$ cat config.mk
export PLATFORM = sky130hd
export DESIGN_NAME = microwire_serial_eeprom
export DESIGN_NICKNAME = d
export VERILOG_FILES = /design/src/hw/rtl/mwe_pkg.sv /design/src/hw/rtl/mwe_ram.sv /design/src/hw/rtl/mwe_store.sv /design/src/hw/rtl/mwe_seq.sv /design/src/hw/rtl/microwire_serial_eeprom.sv
export SDC_FILE = /design/constraint.sdc
export NUM_CORES = 1
export LEC_CHECK = 0
export BUFFER_PORTS_ARGS = -buffer_cell sky130_fd_sc_hd__buf_2
export CORE_ASPECT_RATIO = 1.1
export CORE_UTILIZATION = 57
export CTS_CLUSTER_DIAMETER = 80
export DETAILED_ROUTE_END_ITERATION = 8
export PLACE_DENSITY = 0.83
export SYNTH_ARGS = -nofsm -noshare
export SYNTH_HDL_FRONTEND = slang
export SYNTH_SLANG_ARGS = --single-unit
$ cat constraint.sdc
create_clock -name clk_i -period 4.55 [get_ports clk_i]
set_input_delay 0.91 -clock clk_i [delete_from_list [all_inputs] [get_ports clk_i]]
set_output_delay 0.91 -clock clk_i [all_outputs]
set_load 0.01 [all_outputs]
$ cat src/hw/rtl/mwe_pkg.sv
// Shared constants, types and codes for the serial EEPROM block.
`timescale 1ns / 1ps
package mwe_pkg;

  localparam int AddrBits  = 6;
  localparam int WordBits  = 16;
  localparam int MemDepth  = 1 << AddrBits;
  localparam int AblW      = $clog2(AddrBits + 1);
  localparam int DblW      = $clog2(WordBits + 1);
  localparam int BitIdxW   = $clog2(WordBits);

  typedef logic [AddrBits-1:0] addr_t;
  typedef logic [WordBits-1:0] word_t;

  localparam word_t WordOnes = '1;

  // byte register select codes
  localparam logic [1:0] RegDout = 2'd0;
  localparam logic [1:0] RegDin  = 2'd1;
  localparam logic [1:0] RegCs   = 2'd2;

  // bus access kinds
  localparam logic AccRead  = 1'b0;
  localparam logic AccWrite = 1'b1;

  // command opcodes
  localparam logic [1:0] OpExt   = 2'd0;
  localparam logic [1:0] OpWrite = 2'd1;
  localparam logic [1:0] OpRead  = 2'd2;
  localparam logic [1:0] OpErase = 2'd3;

  // extended command codes (top two address bits)
  localparam logic [1:0] ExtWds  = 2'd0;
  localparam logic [1:0] ExtWral = 2'd1;
  localparam logic [1:0] ExtEral = 2'd2;
  localparam logic [1:0] ExtWen  = 2'd3;

  typedef enum logic [6:0] {
    SeqStart   = 7'b0000001,
    SeqOpA     = 7'b0000010,
    SeqOpB     = 7'b0000100,
    SeqAddr    = 7'b0001000,
    SeqData    = 7'b0010000,
    SeqBusy    = 7'b0100000,
    SeqReadout = 7'b1000000
  } seq_state_e;

  typedef enum logic [2:0] {
    RetNone  = 3'd0,
    RetRead  = 3'd1,
    RetExt   = 3'd2,
    RetWaddr = 3'd3,
    RetErase = 3'd4,
    RetWrall = 3'd5,
    RetWrite = 3'd6
  } ret_e;

  typedef struct packed {
    logic  wr_en;
    logic  clr_all;
    addr_t addr;
    word_t wdata;
    word_t fill;
  } mem_cmd_t;

endpackage

$ cat src/hw/rtl/mwe_ram.sv
// Generic single-port-write, registered-read RAM.
`timescale 1ns / 1ps
module mwe_ram #(
  parameter int Width = 16,
  parameter int Depth = 64
) (
  input  logic                     clk_i,
  input  logic                     we_i,
  input  logic [$clog2(Depth)-1:0] waddr_i,
  input  logic [Width-1:0]         wdata_i,
  input  logic [$clog2(Depth)-1:0] raddr_i,
  output logic [Width-1:0]         rdata_o
);

  logic [Width-1:0] mem_q [Depth];
  logic [Width-1:0] rdata_q;

  always_ff @(posedge clk_i) begin
    if (we_i) begin
      mem_q[waddr_i] <= wdata_i;
    end
    rdata_q <= mem_q[raddr_i];
  end

  assign rdata_o = rdata_q;

endmodule

$ cat src/hw/rtl/mwe_store.sv
// Cell store: RAM plus per-word valid bits and a fill word for bulk writes.
`timescale 1ns / 1ps
module mwe_store (
  input  logic              clk_i,
  input  logic              rst_ni,
  input  mwe_pkg::mem_cmd_t cmd_i,
  input  mwe_pkg::addr_t    raddr_i,
  output mwe_pkg::word_t    word_o
);
  import mwe_pkg::*;

  logic [MemDepth-1:0] valid_q;
  word_t               fill_q;
  logic                rd_valid_q;
  word_t               ram_rdata;

  mwe_ram #(
    .Width(WordBits),
    .Depth(MemDepth)
  ) u_ram (
    .clk_i  (clk_i),
    .we_i   (cmd_i.wr_en),
    .waddr_i(cmd_i.addr),
    .wdata_i(cmd_i.wdata),
    .raddr_i(raddr_i),
    .rdata_o(ram_rdata)
  );

  always_ff @(posedge clk_i or negedge rst_ni) begin
    if (!rst_ni) begin
      valid_q    <= '0;
      fill_q     <= WordOnes;
      rd_valid_q <= 1'b0;
    end else begin
      rd_valid_q <= valid_q[raddr_i];
      if (cmd_i.clr_all) begin
        valid_q <= '0;
        fill_q  <= cmd_i.fill;
      end else if (cmd_i.wr_en) begin
        valid_q[cmd_i.addr] <= 1'b1;
      end
    end
  end

  assign word_o = rd_valid_q ? ram_rdata : fill_q;

endmodule

$ cat src/hw/rtl/mwe_seq.sv
// Microwire command sequencer: bit decode, counters and store commands.
`timescale 1ns / 1ps
module mwe_seq (
  input  logic              clk_i,
  input  logic              rst_ni,
  input  logic              exec_i,
  input  logic              op_i,
  input  logic [1:0]        sel_i,
  input  logic              din_i,
  input  mwe_pkg::word_t    word_i,
  output mwe_pkg::addr_t    raddr_o,
  output mwe_pkg::mem_cmd_t cmd_o,
  output logic              bit_o
);
  import mwe_pkg::*;

  seq_state_e      seq_q, seq_d;
  ret_e            ret_q, ret_d;
  logic            op_hi_q, op_hi_d;
  addr_t           addr_q, addr_d;
  logic [AblW-1:0] abl_q, abl_d;
  word_t           data_q, data_d;
  logic [DblW-1:0] dbl_q, dbl_d;
  logic            we_q, we_d;
  logic [1:0]      opcode;
  logic            done;

  always_comb begin
    seq_d   = seq_q;
    ret_d   = ret_q;
    op_hi_d = op_hi_q;
    addr_d  = addr_q;
    abl_d   = abl_q;
    data_d  = data_q;
    dbl_d   = dbl_q;
    we_d    = we_q;
    cmd_o   = '0;
    bit_o   = 1'b0;
    opcode  = {op_hi_q, din_i};
    done    = 1'b0;

    if (exec_i) begin
      if (sel_i == RegCs) begin
        seq_d   = SeqStart;
        ret_d   = RetNone;
        op_hi_d = 1'b0;
        addr_d  = '0;
        abl_d   = AblW'(AddrBits);
        data_d  = '0;
        dbl_d   = DblW'(WordBits);
        we_d    = 1'b1;
      end else if (op_i == AccWrite && sel_i == RegDin) begin
        unique case (seq_q)
          SeqStart: seq_d = SeqOpA;
          SeqOpA: begin
            op_hi_d = din_i;
            seq_d   = SeqOpB;
          end
          SeqOpB: begin
            op_hi_d = 1'b0;
            unique case (opcode)
              OpExt:   ret_d = RetExt;
              OpWrite: ret_d = RetWaddr;
              OpRead: begin
                ret_d  = RetRead;
                dbl_d  = DblW'(WordBits);
                data_d = '0;
              end
              default: ret_d = RetErase;
            endcase
            seq_d  = SeqAddr;
            abl_d  = AblW'(AddrBits);
            addr_d = '0;
          end
          SeqAddr: begin
            addr_d = {addr_q[AddrBits-2:0], din_i};
            if (abl_q <= AblW'(1)) begin
              abl_d = '0;
              done  = 1'b1;
            end else begin
              abl_d = abl_q - AblW'(1);
            end
          end
          SeqData: begin
            data_d = {data_q[WordBits-2:0], din_i};
            if (dbl_q <= DblW'(1)) begin
              dbl_d = '0;
              done  = 1'b1;
            end else begin
              dbl_d = dbl_q - DblW'(1);
            end
          end
          default: seq_d = SeqOpA;
        endcase

        if (done) begin
          cmd_o.addr = addr_d;
          unique case (ret_q)
            RetRead: seq_d = SeqReadout;
            RetExt: begin
              unique case (addr_d[AddrBits-1 -: 2])
                ExtWds: begin
                  we_d  = 1'b0;
                  seq_d = SeqStart;
                end
                ExtWral: begin
                  ret_d  = RetWrall;
                  seq_d  = SeqData;
                  dbl_d  = DblW'(WordBits);
                  data_d = '0;
                end
                ExtEral: begin
                  cmd_o.clr_all = we_q;
                  cmd_o.fill    = WordOnes;
                  seq_d         = SeqBusy;
                end
                default: begin
                  we_d  = 1'b1;
                  seq_d = SeqStart;
                end
              endcase
            end
            RetWaddr: begin
              ret_d  = RetWrite;
              seq_d  = SeqData;
              dbl_d  = DblW'(WordBits);
              data_d = '0;
            end
            RetErase: begin
              cmd_o.wr_en = we_q;
              cmd_o.wdata = WordOnes;
              seq_d       = SeqBusy;
            end
            RetWrall: begin
              cmd_o.clr_all = we_q;
              cmd_o.fill    = data_d;
              seq_d         = SeqBusy;
            end
            RetWrite: begin
              cmd_o.wr_en = we_q;
              cmd_o.wdata = data_d;
              seq_d       = SeqBusy;
            end
            default: seq_d = SeqOpA;
          endcase
        end
      end else if (op_i == AccRead && sel_i == RegDout) begin
        bit_o = 1'b1;
        if (seq_q == SeqBusy) begin
          seq_d = SeqStart;
          bit_o = 1'b0;
        end else if (seq_q == SeqReadout) begin
          if (dbl_q > DblW'(WordBits)) begin
            dbl_d = DblW'(WordBits - 1);
          end else if (dbl_q == '0) begin
            dbl_d = '0;
          end else begin
            dbl_d = dbl_q - DblW'(1);
          end
          bit_o = word_i[dbl_d[BitIdxW-1:0]];
          if (dbl_d == '0) begin
            seq_d = SeqStart;
          end
        end
      end
    end
  end

  always_ff @(posedge clk_i or negedge rst_ni) begin
    if (!rst_ni) begin
      seq_q   <= SeqStart;
      ret_q   <= RetNone;
      op_hi_q <= 1'b0;
      addr_q  <= '0;
      abl_q   <= AblW'(AddrBits);
      data_q  <= '0;
      dbl_q   <= DblW'(WordBits);
      we_q    <= 1'b0;
    end else begin
      seq_q   <= seq_d;
      ret_q   <= ret_d;
      op_hi_q <= op_hi_d;
      addr_q  <= addr_d;
      abl_q   <= abl_d;
      data_q  <= data_d;
      dbl_q   <= dbl_d;
      we_q    <= we_d;
    end
  end

  assign raddr_o = addr_q;

endmodule

$ cat src/hw/rtl/microwire_serial_eeprom.sv
// Top level: 64x16 Microwire serial EEPROM behind three byte registers.
// An item accepted at a clock edge executes in the next cycle; done_o and
// read_data_o are registered from the execute cycle, done_o is high for one
// cycle and the result is valid while done_o is high. busy is high in the
// execute cycle, so start is not accepted then; a new item may be accepted
// while done_o reports the last one. Async active-low reset: sequencer to start,
// writes disabled, all words read as ones at once (valid bits cleared, no clearing pass).
`timescale 1ns / 1ps
module microwire_serial_eeprom (
  input  logic       clk_i,
  input  logic       rst_ni,
  input  logic       start,
  output logic       busy,
  input  logic       op_i,
  input  logic [1:0] reg_select_i,
  input  logic [7:0] write_data_i,
  output logic       done_o,
  output logic       read_data_o
);
  import mwe_pkg::*;

  logic       exec_q;
  logic       op_q;
  logic [1:0] sel_q;
  logic       din_q;
  logic       done_q;
  logic       rdata_q;
  logic       accept;
  logic       seq_bit;
  addr_t      raddr;
  word_t      word;
  mem_cmd_t   cmd;

  assign accept = start && !busy;
  assign busy   = exec_q;

  always_ff @(posedge clk_i or negedge rst_ni) begin
    if (!rst_ni) begin
      exec_q  <= 1'b0;
      done_q  <= 1'b0;
      rdata_q <= 1'b0;
    end else begin
      exec_q  <= accept;
      done_q  <= exec_q;
      rdata_q <= exec_q & seq_bit;
    end
  end

  always_ff @(posedge clk_i) begin
    if (accept) begin
      op_q  <= op_i;
      sel_q <= reg_select_i;
      din_q <= write_data_i[0];
    end
  end

  mwe_seq u_seq (
    .clk_i  (clk_i),
    .rst_ni (rst_ni),
    .exec_i (exec_q),
    .op_i   (op_q),
    .sel_i  (sel_q),
    .din_i  (din_q),
    .word_i (word),
    .raddr_o(raddr),
    .cmd_o  (cmd),
    .bit_o  (seq_bit)
  );

  mwe_store u_store (
    .clk_i  (clk_i),
    .rst_ni (rst_ni),
    .cmd_i  (cmd),
    .raddr_i(raddr),
    .word_o (word)
  );

  assign done_o      = done_q;
  assign read_data_o = rdata_q;

  a_busy_one_cycle: assert property (@(posedge clk_i) disable iff (!rst_ni)
    busy |=> !busy) else $error("busy held for more than one cycle");

  a_item_result: assert property (@(posedge clk_i) disable iff (!rst_ni)
    accept |=> ##1 done_o) else $error("accepted item gave no result");

  a_result_source: assert property (@(posedge clk_i) disable iff (!rst_ni)
    done_o |-> $past(busy)) else $error("result without executed item");

  a_store_cmd_idle: assert property (@(posedge clk_i) disable iff (!rst_ni)
    (cmd.wr_en || cmd.clr_all) |-> exec_q && !(cmd.wr_en && cmd.clr_all))
    else $error("store command outside execute cycle");

endmodule

* After elaboration in Yosys (flattened, before gate mapping)
Memories as Yosys holds them, arrays and structs flattened. A register that Yosys moved wholly into a read port is not among the register bits.
Index checks and enable logic that the tools add are counted.
W data, S select, Z words.
** Word-level totals
- Register bits after elaboration :: 130
- Bits in writable memories :: 1024
- Input bits :: 14
- Memories :: 1
** Memory list
- u_store.u_ram.mem_q :: depth 64, bits a word 16, read ports 1, clocked after memory_dff 1, write ports 1, line mwe_ram.sv:15 : logic [Width-1:0] mem_q [Depth];
** Cells by class
- Add/sub/neg operators :: 2
- Magnitude comparators :: 7
- Equal/unequal tests :: 21
- Muxes and demuxes :: 94
- Bitwise gates (word level) :: 3
- Reduce and logical (&&, ||, !) cells :: 30
** Operators with widths (number)
- $mux W40 :: 4
- $mux W64 :: 2
- $pmux W16 S2 :: 4
- $mux W16 :: 7
- $mux W5 :: 17
- $or A64 B64 Y64 :: 1
- $mux W7 :: 7
- $mux W6 :: 5
- $pmux W7 S4 :: 1
- $mux W1 :: 24
- $mux W3 :: 8
- $pmux W6 S2 :: 2
- $pmux W7 S3 :: 1
- $pmux W5 S2 :: 2
- $lt A6 B7 Y1 const B :: 2
- $pmux W3 S2 :: 2
- $reduce_bool A3 Y1 :: 4
- $logic_not A5 Y1 :: 2
- $reduce_and A5 Y1 :: 2
- $eq A3 B3 Y1 const B :: 3
- $pmux W3 S3 :: 1
- $pmux W1 S2 :: 4
- $reduce_bool A2 Y1 :: 4
- $reduce_bool A4 Y1 :: 2
- 33 further kinds :: 46

* Logic depth before layout (Yosys ltp)
- Depth in word-level cells :: 19
- Depth in mapped cells :: 13

* Modules after synthesis
Synthesis repeated with hierarchy kept, for this count alone.
** Unflattened totals
- Cells, all modules :: 2538
- Area total of the unflattened synthesis :: 47297.9 um^2
** Modules (own cells, without submodules)
- mwe_ram :: instances 1, cells each 1820, area each 39978.3 um^2, seq. area each 31069.8 um^2
- mwe_store :: instances 1, cells each 329, area each 3751.1 um^2, seq. area each 2047.0 um^2
- mwe_seq :: instances 1, cells each 380, area each 3357.0 um^2, seq. area each 1056.0 um^2
- microwire_serial_eeprom :: instances 1, cells each 9, area each 211.5 um^2, seq. area each 195.2 um^2

* Worst setup path after synthesis
OpenSTA, ideal clock, no wires.
- Kind :: register to register
- From :: reg u_seq.seq_q[2]
- To :: mem u_store.u_ram.mem_q[0][10] (data pin)
- Arrival :: 3.895 ns
- Slack :: 0.106 ns
- Stages on the path, launching flop included :: 8
- Buffers on the path :: 3
- Cell sequence :: dfrtp_1 -> clkbuf_1 -> or4b_2 -> nor2_1 -> clkbuf_1 -> clkbuf_1 -> a22oi_1 -> a21oi_1
** RTL lines
- start, declared :: line mwe_seq.sv:17 : seq_state_e seq_q, seq_d;
- start signal, assigned :: line mwe_seq.sv:171 : seq_q <= SeqStart;
- start signal, assigned :: line mwe_seq.sv:180 : seq_q <= seq_d;
- end, declared :: line mwe_ram.sv:15

* Worst setup path after layout
- From :: reg u_seq.seq_q[4]
- To :: mem u_store.u_ram.mem_q[37][6] (enable)
** On the way
- Word-level cells in the longest chain between the ends :: 11
- Elaborated cells between the ends (all ways) :: 17
- Those cells by class :: 3 x eq/ne; 14 x mux
** RTL lines
- $eq A7 B5 Y1 or $eq A7 B4 Y1 (tied branches) :: line mwe_seq.sv:53 : unique case (seq_q)
- $pmux W1 S2 :: line mwe_seq.sv:53
- $mux W1 :: line mwe_seq.sv:52 : end else if (op_i == AccWrite && sel_i == RegDin) begin
- $mux W1 :: line mwe_seq.sv:43 : if (sel_i == RegCs) begin
- $mux W1 :: line mwe_seq.sv:42 : if (exec_i) begin
- $mux W40 (*) :: line mwe_seq.sv:96 : if (done) begin
- $mux W40 (*) :: line mwe_seq.sv:52
- $mux W40 (*) :: line mwe_seq.sv:43
- $mux W40 (*) :: line mwe_seq.sv:42
- $mux W1 :: line mwe_ram.sv:19 : if (we_i) begin
- $mux W1 (implied by the code) :: line mwe_ram.sv:20 : mem_q[waddr_i] <= wdata_i;
Every way passes the cells marked *; elsewhere a longest branch is shown, timed or not. The select of a mux whose other input is x is not followed.

==> results.md <==
- Outcome: finished with violations
- Failing checks: DRC
- GRT Total Usage: ~28%
- Worst endpoint data arrival time: 4.26 ns
- Period utilisation layout: 85.77%
- Max VDD drop: 396.5 uV
- Main area contributors after synthesis: edfxtp_1, mux4_2, dfrtp_1
- Post-Syn Area: 46,320 um^2
- Starting Density: a little under three fifths
- Residual DRC: 8
- Worst stage delay on the critical path: 0.86 ns
- Crit path required time: just under 5 ns
- First-pass GRT wire length: about 160,000 um
- Floorplan row count: approximately 110
- #FFs+latches synth: between 1,000 and 1,500
- First-pass detailed-route iteration total: 9
- Layout fillers: ~5,000
- Static leakage: between 10 and 15 nW
- Worst clock skew: between 0.05 and 0.06 ns
- Final hold violation count: 0
- Initial antenna violation count: 1
- Die area: around 82,000 um^2
- Vias: between 20,000 and 25,000
- Nets@finish: 2,366
- Clock latency on the worst-skew pair: 0.70 ns
- # setup viols final: 0
- Pwr Density: 411.5 nW/um^2
- Net Sw Power: ~4.5 mW
- Clk pwr share: a little over two fifths
- CTS tree: yes
- Syn Nets: ~2,300
- Area fraction of the dominant cell type after synthesis: around two thirds
- Unrepaired setup endpoints after global routing: false
- Clock Path Buffers: 3
- Worst Setup Path Type: flip-flop to flip-flop
- EDFF count, synth: around 1,000
- Clock transition at path regs: 0.07 ns
- Reg2reg path depth: 7
- Crit end category: flip-flop
- Vias per cell: between 6 and 7
- Area Growth Syn to Fin: 12.08%
- Logic pwr share: under 10%
- Sequential power share: between 50% and 60%
- Cts bufs inserted: approximately 110
- Fmax: between 200 and 300 MHz
- Die width: ~270 um
- Fraction of registers with async set/reset: 10.77%
- CTS sink cnt: 1,170
- Share of layout cells above drive strength 1: roughly 29%
- Worst Setup SP: u_seq.seq_q[4]$_DFFE_PN0P_
- 1st-iter DRT viols: 3,121
- Leading area contributor after synthesis: edfxtp_1
- Post-synthesis sequential area ratio: between 70% and 80%
- Root buf cell: clkbuf_16
- Final HPWL DP: around 62,000 um
- CP most frequent cell: buf_4
- Largest net degree at the start of global routing: 170
- Die Span Y: 301.0 um
- Setup Buffers After CTS: 0
- Syn_area_per_cell: roughly 21 um^2
- Final ANT Viol Nets: 0
- Slew @ Worst Pin: 1.176 ns
- RR Startpoint: u_seq.seq_q[4]$_DFFE_PN0P_
- Setup Total Neg Slack: 0 ns
- Routed wire per std cell: between 30 and 40 um
- Gpl congestion: around 0.9
- Routed wire length: 112,700 um
- CTS resizes: 0
- Crit path time final: ~3.9 ns
- Switch share: 21.20%
- Hold Path Class: input pin to asynchronous set/reset pin
- Vias in the first global route: 24,910
- Crit-path cells: or4_4 -> or3_1 -> a22o_1 -> or4b_1 -> buf_4 -> nor2_1 -> buf_4
- H-tree depth: 3
- PortBufs: 9
- Ys flop type: edfxtp_1
- Placed Area: a little under 50,000 um^2
- YS warnings: 0
- Slew headroom: a little over a fifth
- CP endpoint: u_store.u_ram.mem_q[37][6]$_DFFE_PP_
- Internal: ~17 mW
- Mapped Cells: 2,236
- R2r setup slk: between 0.6 and 0.7 ns
- Hold buffers post-CTS: 0
- Max_cap viols: 0
- Slowest CP cell: or4b_1
- Design area: between 50,000 and 60,000 um^2
- Final Max Tran Viols: 0
- I/O pin cnt: 17
- Critical R2R Capture: u_store.u_ram.mem_q[37][6]$_DFFE_PP_
- Crit path max fanout: 16
- Core Box Area: 80,460 um^2
- Distinct cells, synth: 72
- Total overflow reported by the global router: 0
- CP Launch Type: flip-flop
## how the worst min path moves through the flow
stage / start / depth (start not counted) / endpoint / slack, ns
floorplan: busy$_DFF_PN0_ / 0 / done_o$_DFF_PN0_ / 0.43
global placement: u_store.valid_q[31]$_DFFE_PN0P_ / 1 / u_store.valid_q[31]$_DFFE_PN0P_ / 0.45
detailed placement: u_store.valid_q[61]$_DFFE_PN0P_ / 2 / u_store.valid_q[61]$_DFFE_PN0P_ / 0.47
CTS: op_i / 1 / op_q$_DFFE_PP_ / 0.40
global route: op_i / 1 / op_q$_DFFE_PP_ / 0.42
finish: rst_ni / 1 / u_seq.data_q[0]$_DFFE_PN0P_ / 0.40
## through the flow
| stage | utilization (%) | hold slack (ns) | power (mW) | worst slack (ns) | instances |
|---|---|---|---|---|---|
| 3_5_place_dp | 60.14 | 0.4703 | 12.54 | 0.7165 | 3283 |
| 2_1_floorplan | - | 0.4330 | 12.35 | 0.1064 | 2236 |
| 5_1_grt | 64.51 | 0.4186 | 21.88 | 0.4716 | 3488 |
| 4_1_cts | 64.51 | 0.3984 | 21.45 | 0.6873 | 3488 |
| 6_report | 64.51 | 0.4007 | 21.36 | 0.6475 | 3489 |
| 3_3_place_gp | 60.14 | 0.4544 | 12.52 | 0.8008 | 3283 |
## kinds of logic after synthesis
kind of cell,after synthesis,synth area share (%)
xor+xnor,1,0.01891
compound gates,250,3.493
flops,1170,74.20
buf+inv,158,1.308
mux,375,17.87
fa+ha+maj,15,0.3944
simple gates,267,2.710
## layout make-up
| cell class | count | area (um^2) | share of cell area [%] |
|---|---|---|---|
| sequential | 1170 | 34380 | 66.24 |
| timing repair buffer | 130 | 1069 | 2.058 |
| tap | 1054 | 1319 | 2.541 |
| inverter | 21 | 78.83 | 0.1519 |
| multi-input combinational | 908 | 11540 | 22.24 |
| clock inverter | 67 | 656.9 | 1.265 |
| clock buffer | 138 | 2855 | 5.501 |
| antenna | 1 | 2.502 | 0.004821 |
## synth_stat cells (3+ instances only)
| cell type | number |
|---|---|
| a22oi_1 | 19 |
| o21a_1 | 20 |
| edfxtp_1 | 1028 |
| a31oi_1 | 18 |
| or3_1 | 5 |
| nor2b_1 | 6 |
| nand2b_1 | 8 |
| o31ai_1 | 6 |
| a41oi_1 | 3 |
| o22ai_1 | 3 |
| o2111ai_1 | 5 |
| clkbuf_1 | 96 |
| nand3_1 | 9 |
| dfxtp_1 | 16 |
| mux2i_1 | 8 |
| mux2_2 | 6 |
| inv_1 | 21 |
| nor2_1 | 95 |
| nand4_1 | 7 |
| o21ai_1 | 3 |
| and3b_1 | 3 |
| ha_1 | 13 |
| dfstp_2 | 20 |
| o21ai_0 | 77 |
| buf_2 | 4 |
| o211ai_1 | 13 |
| nor4_1 | 7 |
| nor3_1 | 9 |
| a22o_1 | 7 |
| a21oi_1 | 37 |
| a21o_1 | 12 |
| dfrtp_1 | 106 |
| mux4_2 | 361 |
| and3_1 | 4 |
| nand2_1 | 94 |
| buf_1 | 36 |
## state kept, by name (all words and copies together), names as in the netlist, 5 cells and up
signal,flops
u_seq.data_q,16
u_seq.dbl_q,5
u_seq.raddr_o,6
u_seq.seq_q,7
u_store.fill_q,16
u_store.u_ram.mem_q,1024
u_store.u_ram.rdata_o,16
u_store.valid_q,64
## layout by cell type (no fill, tap or decap), types with 5 or more instances in the layout
cell / count
or3_1: 5
nand2b_1: 8
buf_12: 9
a22o_1: 7
nand2_1: 94
mux2_2: 6
clkinvlp_4: 7
o2111ai_1: 5
clkbuf_1: 26
o21ai_0: 76
nor2_1: 91
o31ai_1: 6
clkinv_1: 25
mux4_2: 361
ha_1: 13
clkinv_2: 16
a21o_1: 12
nor3_1: 9
clkbuf_16: 108
nand4_1: 7
a21oi_4: 16
buf_4: 113
nor2b_1: 6
dfstp_2: 20
buf_2: 8
a22oi_1: 19
dfrtp_1: 102
o21a_1: 20
a31oi_1: 18
edfxtp_1: 1028
dfxtp_1: 16
nand3_1: 9
o211ai_1: 13
bufinv_16: 10
mux2i_1: 8
inv_1: 21
nor4_1: 5
a21oi_1: 21
## critical path, delay by kind of cell (launching register included)
kind                   cells  cell delay [ns]
and+or+nand+nor            4             2.09
buffers and inverters      2             0.72
DFF                        1             0.49
AOI/OAI and AO/OA          1             0.28
## power groups by stage
stage,clock (mW),sequential [mW],combinational [mW]
after floorplan,0,11.8,0.541
after global placement,0,11.9,0.659
after detailed placement,0,11.9,0.672
after CTS,9.13,11.6,0.677
after global routing,9.48,11.6,0.757
final,9.02,11.6,0.694
## routing by layer
metal	routed length, um	vias up	GRT usage, %
li1	-	9500	-
met1	38670	12407	34.57
met2	58130	1602	48.02
met3	9672	400	4.936
met4	6244	0	13.95
met5	0	-	0
Note: power is estimated with default switching activity, not from simulation.
